[src/rtl/core/sha_pkg.sv]
// Shared types and constants for the SHA-256 stream hasher.
// Holds the round constants, initial hash values and controller command types.
// No dependencies.
`default_nettype none
package sha_pkg;

    localparam logic [7:0] PAD_BYTE = 8'h80;
    localparam logic [5:0] LEN_POS  = 6'd56;

    typedef logic [31:0] word_t;

    typedef struct packed {
        logic       take_byte;   // write s_tdata byte at fill position
        logic       pad_write;   // write padding byte at pad position
        logic [1:0] pad_kind;    // padding byte type
        logic       comp_start;  // load schedule and working variables
        logic       comp_round;  // perform one round
        logic       comp_fold;   // add working variables into hash
        logic       msg_init;    // restore initial hash, clear counters
        logic       out_load;    // load output word
        logic       count_block; // add 512 to bit count, clear fill
    } sha_cmd_t;

    typedef struct packed {
        logic [6:0] fill;
        logic [5:0] round;
    } sha_stat_t;

    localparam logic [1:0] PAD_MARK = 2'd0;
    localparam logic [1:0] PAD_ZERO = 2'd1;
    localparam logic [1:0] PAD_LEN  = 2'd2;

    localparam word_t INIT_HASH [8] = '{
        32'h6a09e667, 32'hbb67ae85, 32'h3c6ef372, 32'ha54ff53a,
        32'h510e527f, 32'h9b05688c, 32'h1f83d9ab, 32'h5be0cd19
    };

    localparam word_t ROUND_K [64] = '{
        32'h428a2f98, 32'h71374491, 32'hb5c0fbcf, 32'he9b5dba5, 32'h3956c25b, 32'h59f111f1,
        32'h923f82a4, 32'hab1c5ed5, 32'hd807aa98, 32'h12835b01, 32'h243185be, 32'h550c7dc3,
        32'h72be5d74, 32'h80deb1fe, 32'h9bdc06a7, 32'hc19bf174, 32'he49b69c1, 32'hefbe4786,
        32'h0fc19dc6, 32'h240ca1cc, 32'h2de92c6f, 32'h4a7484aa, 32'h5cb0a9dc, 32'h76f988da,
        32'h983e5152, 32'ha831c66d, 32'hb00327c8, 32'hbf597fc7, 32'hc6e00bf3, 32'hd5a79147,
        32'h06ca6351, 32'h14292967, 32'h27b70a85, 32'h2e1b2138, 32'h4d2c6dfc, 32'h53380d13,
        32'h650a7354, 32'h766a0abb, 32'h81c2c92e, 32'h92722c85, 32'ha2bfe8a1, 32'ha81a664b,
        32'hc24b8b70, 32'hc76c51a3, 32'hd192e819, 32'hd6990624, 32'hf40e3585, 32'h106aa070,
        32'h19a4c116, 32'h1e376c08, 32'h2748774c, 32'h34b0bcb5, 32'h391c0cb3, 32'h4ed8aa4a,
        32'h5b9cca4f, 32'h682e6ff3, 32'h748f82ee, 32'h78a5636f, 32'h84c87814, 32'h8cc70208,
        32'h90befffa, 32'ha4506ceb, 32'hbef9a3f7, 32'hc67178f2
    };

endpackage
`default_nettype wire

[src/rtl/core/sha_datapath.sv]
// Datapath of the SHA-256 hasher: block buffer, schedule, rounds and hash.
// Driven by sha_ctrl through sha_cmd_t; depends on sha_pkg.
`default_nettype none
module sha_datapath
    import sha_pkg::*;
(
    input  wire logic       aclk,
    input  wire logic       aresetn,
    input  wire sha_cmd_t   cmd,
    input  wire logic [7:0] in_byte,
    input  wire logic [5:0] pad_pos,
    input  wire logic [2:0] out_sel,
    output sha_stat_t       stat,
    output word_t           out_word
);

    word_t      blk_reg [16];
    word_t      w_reg [16];
    word_t      v_reg [8];
    word_t      h_reg [8];
    logic [6:0] fill_reg;
    logic [5:0] round_reg;
    logic [63:0] bits_reg;
    logic [63:0] total;
    word_t      wt, w2, w15, g0, g1, s0, s1, ch, mj, t1, t2;
    logic [7:0] pad_byte;

    function automatic word_t ror(input word_t x, input int n);
        ror = (x >> n) | (x << (32 - n));
    endfunction

    assign total = bits_reg + {54'd0, fill_reg[5:0], 3'd0};
    assign stat  = '{fill: fill_reg, round: round_reg};

    always_comb begin
        unique case (cmd.pad_kind)
            PAD_MARK: pad_byte = PAD_BYTE;
            PAD_LEN:  pad_byte = total[8*(63-pad_pos) +: 8];
            default:  pad_byte = 8'd0;
        endcase
    end

    assign w2  = w_reg[14];
    assign w15 = w_reg[1];
    assign g1  = ror(w2, 17) ^ ror(w2, 19) ^ (w2 >> 10);
    assign g0  = ror(w15, 7) ^ ror(w15, 18) ^ (w15 >> 3);
    assign wt  = (round_reg < 6'd16) ? w_reg[0] : g1 + w_reg[9] + g0 + w_reg[0];
    assign s1  = ror(v_reg[4], 6) ^ ror(v_reg[4], 11) ^ ror(v_reg[4], 25);
    assign ch  = (v_reg[4] & v_reg[5]) ^ (~v_reg[4] & v_reg[6]);
    assign t1  = v_reg[7] + s1 + ch + ROUND_K[round_reg] + wt;
    assign s0  = ror(v_reg[0], 2) ^ ror(v_reg[0], 13) ^ ror(v_reg[0], 22);
    assign mj  = (v_reg[0] & v_reg[1]) ^ (v_reg[0] & v_reg[2]) ^ (v_reg[1] & v_reg[2]);
    assign t2  = s0 + mj;

    always_ff @(posedge aclk) begin
        if (cmd.take_byte) begin
            blk_reg[fill_reg[5:2]][8*(3-fill_reg[1:0]) +: 8] <= in_byte;
        end else if (cmd.pad_write) begin
            blk_reg[pad_pos[5:2]][8*(3-pad_pos[1:0]) +: 8] <= pad_byte;
        end
        if (cmd.comp_start) begin
            for (int i = 0; i < 16; i++) begin
                w_reg[i] <= blk_reg[i];
            end
            for (int i = 0; i < 8; i++) begin
                v_reg[i] <= h_reg[i];
            end
        end else if (cmd.comp_round) begin
            for (int i = 0; i < 15; i++) begin
                w_reg[i] <= w_reg[i+1];
            end
            w_reg[15] <= wt;
            v_reg[7] <= v_reg[6];
            v_reg[6] <= v_reg[5];
            v_reg[5] <= v_reg[4];
            v_reg[4] <= v_reg[3] + t1;
            v_reg[3] <= v_reg[2];
            v_reg[2] <= v_reg[1];
            v_reg[1] <= v_reg[0];
            v_reg[0] <= t1 + t2;
        end
        if (cmd.out_load) begin
            out_word <= h_reg[out_sel];
        end
    end

    always_ff @(posedge aclk) begin
        if (!aresetn || cmd.msg_init) begin
            for (int i = 0; i < 8; i++) begin
                h_reg[i] <= INIT_HASH[i];
            end
            fill_reg  <= 7'd0;
            bits_reg  <= 64'd0;
            round_reg <= 6'd0;
        end else begin
            if (cmd.comp_fold) begin
                for (int i = 0; i < 8; i++) begin
                    h_reg[i] <= h_reg[i] + v_reg[i];
                end
            end
            if (cmd.count_block) begin
                fill_reg <= 7'd0;
                bits_reg <= bits_reg + 64'd512;
            end else if (cmd.take_byte) begin
                fill_reg <= fill_reg + 7'd1;
            end
            if (cmd.comp_start) begin
                round_reg <= 6'd0;
            end else if (cmd.comp_round) begin
                round_reg <= round_reg + 6'd1;
            end
        end
    end

endmodule
`default_nettype wire

[src/rtl/core/sha_ctrl.sv]
// Controller of the SHA-256 hasher: sequences byte intake, padding,
// compression and digest output. Depends on sha_pkg.
`default_nettype none
module sha_ctrl
    import sha_pkg::*;
(
    input  wire logic  aclk,
    input  wire logic  aresetn,
    input  wire logic  in_valid,
    input  wire logic  in_present,
    input  wire logic  in_end,
    output logic       in_ready,
    output logic       out_valid,
    input  wire logic  out_ready,
    output logic [2:0] out_idx,
    output logic [2:0] out_sel,
    output logic [5:0] pad_pos,
    output sha_cmd_t   cmd,
    input  wire sha_stat_t stat
);

    localparam logic [2:0] ST_IDLE  = 3'd0;
    localparam logic [2:0] ST_ROUND = 3'd1;
    localparam logic [2:0] ST_FOLD  = 3'd2;
    localparam logic [2:0] ST_PAD   = 3'd3;
    localparam logic [2:0] ST_START = 3'd4;
    localparam logic [2:0] ST_OUT   = 3'd5;

    logic [2:0] state_reg, state_next;
    logic       end_reg, end_next;
    logic       final_reg, final_next;
    logic [5:0] pos_reg, pos_next;
    logic       mark_reg, mark_next;
    logic [2:0] idx_reg, idx_next;
    logic       ov_reg, ov_next;
    logic       acc;
    logic       full;

    assign in_ready  = (state_reg == ST_IDLE);
    assign acc       = in_valid && in_ready;
    assign full      = stat.fill == 7'd64;
    assign out_valid = ov_reg;
    assign out_idx   = idx_reg;
    assign pad_pos   = pos_reg;

    always_comb begin
        state_next = state_reg;
        end_next   = end_reg;
        final_next = final_reg;
        pos_next   = pos_reg;
        mark_next  = mark_reg;
        idx_next   = idx_reg;
        ov_next    = ov_reg;
        out_sel    = idx_reg;
        cmd        = '0;
        cmd.pad_kind = PAD_ZERO;
        unique case (state_reg)
            ST_IDLE: begin
                if (acc) begin
                    cmd.take_byte = in_present;
                    end_next = in_end;
                    if (in_present && stat.fill == 7'd63) begin
                        state_next = ST_START;
                        final_next = 1'b0;
                    end else if (in_end) begin
                        state_next = ST_PAD;
                        pos_next   = in_present ? stat.fill[5:0] + 6'd1 : stat.fill[5:0];
                        mark_next  = 1'b1;
                    end
                end
            end
            ST_PAD: begin
                cmd.pad_write = 1'b1;
                if (mark_reg) begin
                    cmd.pad_kind = PAD_MARK;
                end else if (pos_reg >= LEN_POS && final_reg) begin
                    cmd.pad_kind = PAD_LEN;
                end
                mark_next = 1'b0;
                pos_next  = pos_reg + 6'd1;
                if (mark_reg) begin
                    final_next = pos_reg < LEN_POS;
                end
                if (pos_reg == 6'd63) begin
                    state_next = ST_START;
                end
            end
            ST_START: begin
                cmd.comp_start = 1'b1;
                state_next = ST_ROUND;
            end
            ST_ROUND: begin
                cmd.comp_round = 1'b1;
                if (stat.round == 6'd63) begin
                    state_next = ST_FOLD;
                end
            end
            ST_FOLD: begin
                cmd.comp_fold = 1'b1;
                if (full) begin
                    cmd.count_block = 1'b1;
                end
                if (full && !end_reg) begin
                    state_next = ST_IDLE;
                end else if (full || !final_reg) begin
                    state_next = ST_PAD;
                    pos_next   = 6'd0;
                    mark_next  = full;
                    final_next = 1'b1;
                end else begin
                    state_next = ST_OUT;
                    idx_next   = 3'd0;
                    ov_next    = 1'b0;
                end
            end
            ST_OUT: begin
                if (!ov_reg || out_ready) begin
                    if (ov_reg && idx_reg == 3'd7) begin
                        ov_next    = 1'b0;
                        cmd.msg_init = 1'b1;
                        state_next = ST_IDLE;
                    end else begin
                        out_sel  = ov_reg ? idx_reg + 3'd1 : idx_reg;
                        idx_next = out_sel;
                        cmd.out_load = 1'b1;
                        ov_next  = 1'b1;
                    end
                end
            end
            default: state_next = ST_IDLE;
        endcase
    end

    always_ff @(posedge aclk) begin
        if (!aresetn) begin
            state_reg <= ST_IDLE;
            ov_reg    <= 1'b0;
            end_reg   <= 1'b0;
            final_reg <= 1'b0;
            mark_reg  <= 1'b0;
            idx_reg   <= 3'd0;
            pos_reg   <= 6'd0;
        end else begin
            state_reg <= state_next;
            ov_reg    <= ov_next;
            end_reg   <= end_next;
            final_reg <= final_next;
            mark_reg  <= mark_next;
            idx_reg   <= idx_next;
            pos_reg   <= pos_next;
        end
    end

endmodule
`default_nettype wire

[src/rtl/core/sha256_stream_hasher.sv]
// Top level of the SHA-256 stream hasher: joins controller and datapath.
// Depends on sha_pkg, sha_ctrl and sha_datapath.
//
// Input channel s_*: one message byte per transaction in s_tdata, with
// s_tuser marking whether the byte is present and s_tlast ending the message.
// Output channel m_*: eight transactions per message, digest word 0 first,
// m_tlast on the eighth word, m_tuser giving the word index.
// A byte that does not complete a block leaves s_tready high. A byte that fills a
// block holds s_tready low while the block is compressed: one schedule load, 64 rounds
// through the single shared round unit and one hash fold. An end transaction
// pads the block one byte a cycle, compresses once or twice, then offers the words.
// While the receiver stalls, each word holds on m_tdata and no new input
// transaction is taken until the last word has gone. Reset (aresetn low,
// synchronous) restores the initial hash and empties the block.
`default_nettype none
module sha256_stream_hasher
    import sha_pkg::*;
(
    input  wire logic        aclk,
    input  wire logic        aresetn,
    input  wire logic        s_tvalid,
    output logic             s_tready,
    input  wire logic [7:0]  s_tdata,  // [7:0] data_byte
    input  wire logic        s_tuser,  // [0] byte_present
    input  wire logic        s_tlast,  // end_of_message
    output logic             m_tvalid,
    input  wire logic        m_tready,
    output logic [31:0]      m_tdata,  // [31:0] digest_word
    output logic [2:0]       m_tuser,  // [2:0] word_index
    output logic             m_tlast   // last_word
);

    sha_cmd_t   cmd;
    sha_stat_t  stat;
    logic [2:0] out_sel;
    logic [5:0] pad_pos;

    sha_ctrl u_ctrl (
        .aclk(aclk), .aresetn(aresetn),
        .in_valid(s_tvalid), .in_present(s_tuser), .in_end(s_tlast),
        .in_ready(s_tready), .out_valid(m_tvalid), .out_ready(m_tready),
        .out_idx(m_tuser), .out_sel(out_sel), .pad_pos(pad_pos),
        .cmd(cmd), .stat(stat)
    );

    sha_datapath u_dp (
        .aclk(aclk), .aresetn(aresetn), .cmd(cmd), .in_byte(s_tdata),
        .pad_pos(pad_pos), .out_sel(out_sel), .stat(stat), .out_word(m_tdata)
    );

    assign m_tlast = m_tuser == 3'd7;

`ifndef SYNTHESIS
    a_no_accept_while_out: assert property (@(posedge aclk) disable iff (!aresetn)
        m_tvalid |-> !s_tready) else $error("input taken during digest output");
    a_fill_bound: assert property (@(posedge aclk) disable iff (!aresetn)
        s_tready |-> stat.fill < 7'd64) else $error("fill beyond block");
    a_word_step: assert property (@(posedge aclk) disable iff (!aresetn)
        (m_tvalid && m_tready && !m_tlast) |=> (m_tvalid && m_tuser == $past(m_tuser) + 3'd1))
        else $error("digest words out of order");
`endif

endmodule
`default_nettype wire
[config.mk]
export PLATFORM = sky130hd
export DESIGN_NAME = sha256_stream_hasher
export DESIGN_NICKNAME = d
export VERILOG_FILES = /design/src/rtl/core/sha_pkg.sv /design/src/rtl/core/sha_datapath.sv /design/src/rtl/core/sha_ctrl.sv /design/src/rtl/core/sha256_stream_hasher.sv
export SDC_FILE = /design/constraint.sdc
export NUM_CORES = 2
export LEC_CHECK = 0
export ABC_AREA = 1
export BUFFER_PORTS_ARGS = -buffer_cell sky130_fd_sc_hd__buf_2
export CAP_MARGIN = 20
export CORE_UTILIZATION = 45
export DETAILED_ROUTE_END_ITERATION = 16
export PLACE_DENSITY = 0.64
export SYNTH_ARGS = -nofsm -noshare
export SYNTH_HDL_FRONTEND = slang
export SYNTH_SLANG_ARGS = --single-unit
[constraint.sdc]
create_clock -name aclk -period 28.2 [get_ports aclk]
set_clock_uncertainty 0.05 [all_clocks]
set_input_delay 8.46 -clock aclk [delete_from_list [all_inputs] [get_ports aclk]]
set_output_delay 8.46 -clock aclk [all_outputs]
set_load 0.01 [all_outputs]
Word level (Yosys, flattened, before mapping)
Memory sizes are Yosys's and may differ from the RTL's. A register that Yosys moved wholly into a read port is not among the register bits.
Index checks and enable logic that the tools add are counted.

storage, ports and cells
  register bits = 93
  ROM bits = 2048
  bits in writable memories = 1536
  output and inout port bits = 38
  memories kept = 5
  word-level logic and storage cells = 271

memories
  name              words  bits a word  rd ports  clocked after Yosys merged registers in  write ports  RTL line            RTL
  (name not given)  64     32           1         0                                        0            sha_datapath.sv:50  assign t1 = v_reg[7] + s1 + ch + ROUND_K[round_reg] + wt;
  u_dp.blk_reg      16     32           16        0                                        1            sha_datapath.sv:17  word_t blk_reg [16];
  u_dp.w_reg        16     32           16        0                                        16           sha_datapath.sv:18  word_t w_reg [16];
  u_dp.h_reg        8      32           9         1                                        8            sha_datapath.sv:20  word_t h_reg [8];
  u_dp.v_reg        8      32           8         0                                        8            sha_datapath.sv:19  word_t v_reg [8];

operators by class
  eq/ne operators = 24
  reductions and logical operators = 25
  $lt $le $gt $ge = 4
  bitwise logic cells = 60
  shift operators = 5
  $add $sub $neg = 30
  multiplexer cells = 108

operators with widths
  kind                       number
  $mux W32                   39
  $add A32 B32 Y32           18
  $xor A32 B32 Y32           9
  $and A32 B32 Y32           5
  $neg A32 Y34               2
  $shift A8 B34 Y32 const A  2
  $shiftx A8 B34 Y32         2
  $add A64 B10 Y64 const B   1
  $add A64 B9 Y64            1
  $shiftx A64 B33 Y8         1
  $mux W3                    16
  $mux W6                    6
  $mux W1                    35
  $not A32 Y32               1
  $or A1 B1 Y1               32
  $or A10 B32 Y32            1
  $or A13 B32 Y32            1
  $or A14 B32 Y32            1
  $or A15 B32 Y32            1
  $or A19 B32 Y32            1
  $or A21 B32 Y32            1
  $or A25 B32 Y32            1
  $or A26 B32 Y32            1
  $or A30 B32 Y32            1
  other kinds (44)           77

Logic depth before layout (Yosys ltp)
  depth in word-level cells = 10
  mapped depth = 47
  mapped depth without buffers = 47

By module
Synthesis repeated with hierarchy kept, for this count alone.

second synthesis, totals
  cells, all modules = 10635
  area total of the unflattened synthesis = 96207.3 um^2

by module, submodules not included
  module                cells an instance  seq. area each (um^2)  area an instance (um^2)  instances
  sha_datapath          10409              48446.5                94908.5                  1
  sha_ctrl              223                320.3                  1285.0                   1
  sha256_stream_hasher  3                  0.0                    13.8                     1

Least setup slack after synthesis
Ideal clock, no wire load.

  path type = reg2reg
  start point = register u_ctrl.state_reg[0]
  end point = memory u_dp.v_reg[0][0] (netlist bit) (enable)
  required time = 22.833 ns
  data arrival time = 13.818 ns
  stages on the path, launching flop included = 8
  slack = 9.016 ns
  clock period less this slack = 19.184 ns
  setup time = 5.317 ns
  cells stage by stage = dfxtp_1 > nor2_1 > inv_1 > nor2_1 > inv_2 > clkbuf_1 > clkbuf_1 > nand2_1

RTL lines
  item                    RTL line            RTL
  start, declared         sha_ctrl.sv:29      logic [2:0] state_reg, state_next;
  start signal, assigned  sha_ctrl.sv:144     state_reg <= state_next;
  end, declared           sha_datapath.sv:19

==> flow_summary.ini <==
[grt]
overflow = 0
grt_pass1_vias = 73378
antenna_found_initial = 40
track_usage_pct = 31.6
grt_max_degree = 203
grt_pass1_wl_um = 499000

[place]
io_buffers = 51
dp_slack_ps = 15400
dp_hpwl_um = 258000
place_congestion = 1.02

[synth]
synth-edff-count = 1568
ys.warnings.count = 0
yosys-mux-area-fraction_pct = 0.0105
ys_types = 72
yosys.area_share.simple_pct = 17.4
synth-seq-cells = 1652
synth_area_per_cell_sq_um = 9.17
synthXorXnorAreaFrac_pct = 3.31
syn_nets = 11048
ys.flop_type = edfxtp_1
async_flop_share_pct = 0
syn_inst = 10424
synth_compound_area_share_pct = 12.6
synth_top_family_by_area = simple AND/OR/NAND/NOR gates
synthAdderAreaFrac_pct = 9.82
netlist_area_sq_um = 95600
ys_seq_area_share_pct = 51.0

[timing]
rsz0062_at_grt = false
finalSetupViolCount = 0
relSlewSlack_pct = 16.2
setup_ws_ps = 16170
finalCritPeriodShare_pct = 42.6
fmax_mhz = 83.1
maxSlewViolCount = 0
period_minus_slack_ps = 12030
finalSetupTns_ps = 0
hold_violations = 0
worst_pin_slew_ps = 1240

[routing]
drt_wl_total_um = 345000
drc = 0
dr.pass1.iters = 7
wire_per_inst_um = 25.8
vias = 78239
drt-initial-drc-count = 10166
drtAntennaViolNets = 0
viasPerCell = 5.85

[worst_setup_path]
required_ps = 28610
r2r_slack_ps = 16760
cp-endpoint = u_dp.h_reg[0][15]
r2r-start = u_dp.w_reg[0][476]
reg2regPathDepth = 40
cp-startpoint = m_tready
critical_path.max_fanout = 66
rr_endpoint = u_dp.v_reg[0][31]
cp-start-kind = input port
endpoint_kind = register
worstPathArrival_ps = 12430
critPathKind = input port to register

[die]
core_sq_um = 210000
start_util_pct = 45.4
die_y_um = 463
die_w_um = 463
dieArea_sq_um = 214000
row_count = 168
ios = 52

[clock_tree]
clock-root-buffer = clkbuf_16
clockBufferDepth = 3
hold_buffers = 0
cts_tree = built
cts_setup_buffers = 0
cts_buffers = 181
clk_pin_slew_worst_paths_ps = 50
ctsResizeCount = 0
cts.sinks = 1652
h-tree-depth = 4
insertion_delay_ps = 880

[final_layout]
seq_area_sq_um = 48800
area_growth_pct = 9.79
final_common_cell = nand2_1
layout-drive-gt1-share_pct = 4.93
fillers = 19445
fin_nets = 11029
multi_input_area_sq_um = 41400
utilization_pct = 49.9
layout.cells.most_common_list = nand2_1 (2937), edfxtp_1 (1568), inv_1 (1079), o21ai_0 (825), a21oi_1 (770)

[flow_run]
maxCapViolCount = 0

[min_path]
hp-class = register to register

[outcome]
status = complete, no violations
==> stage by stage <==
stage,hold WS (ps),cell area (sq um),cells
final,433,105000,13373
after global routing,452,105000,13363
after CTS,444,105000,13355
after detailed placement,408,99000,13022
after global placement,398,98900,13016
after floorplan,384,95600,10424
==> layout make-up <==
| cell class | count | area share [%] |
|---|---|---|
| diodes | 13 | 0.0310 |
| clock buffers | 222 | 4.48 |
| clock inverters | 111 | 1.12 |
| inverters | 1106 | 3.97 |
| multi-input cells | 7300 | 39.5 |
| flip-flops and latches | 1652 | 46.4 |
| well taps | 2805 | 3.34 |
| repair buffers | 164 | 1.14 |
==> synthesized netlist by cell type (all sizes together) (58+ instances only) <==
master,instances,area [sq um]
o21a,69,518
o211ai,88,661
inv,1096,4120
a31oi,68,425
o22ai,60,375
clkbuf,308,1160
nor3,119,654
dfxtp,84,1680
xnor2,178,1560
a21oi,772,3870
nor2,655,2540
nand2,2946,11100
xor2,183,1600
edfxtp,1568,47100
nand3,276,1400
fa,195,3900
ha,415,5190
buf,58,272
a21o,72,541
o21ai,857,4310
==> critical path: stages <==
cell,delay [ps]
buf_2,120
inv_1,60
nor2_1,270
a21oi_4,140
nand2_4,540
buf_4,850
buf_4,940
buf_4,810
==> worst min-delay path by stage <==
| stage | start | depth (start not counted) | slack [ps] | end |
|---|---|---|---|---|
| after CTS | u_dp.bits_reg[30] | 2 | 440 | u_dp.bits_reg[30] |
| after global routing | u_dp.bits_reg[30] | 2 | 450 | u_dp.bits_reg[30] |
| final | u_dp.bits_reg[30] | 2 | 430 | u_dp.bits_reg[30] |
| after global placement | u_dp.bits_reg[30] | 2 | 400 | u_dp.bits_reg[30] |
| after detailed placement | u_dp.bits_reg[30] | 2 | 410 | u_dp.bits_reg[30] |
| after floorplan | u_dp.bits_reg[30] | 2 | 380 | u_dp.bits_reg[30] |
==> layer usage <==
metal	up-vias	wire length, um	track usage [%]
met5	-	105	0
met4	16	15600	12.8
met3	715	37700	6.80
met2	4251	146000	46.1
met1	37896	146000	45.6
li1	35361	-	-
==> kinds of logic after synthesis <==
kind of cell | count (synthesis)
flip-flops | 1652
multiplexers | 1
AND/OR/NAND/NOR | 4150
AO/OA/AOI/OAI | 2149
XOR/XNOR | 361
adder cells (fa/ha/maj) | 639
buffers and inverters | 1472
Power is left out: the tool's default activity adds up to more than one toggle a clock period on the data nets, which glitch-free logic cannot reach.
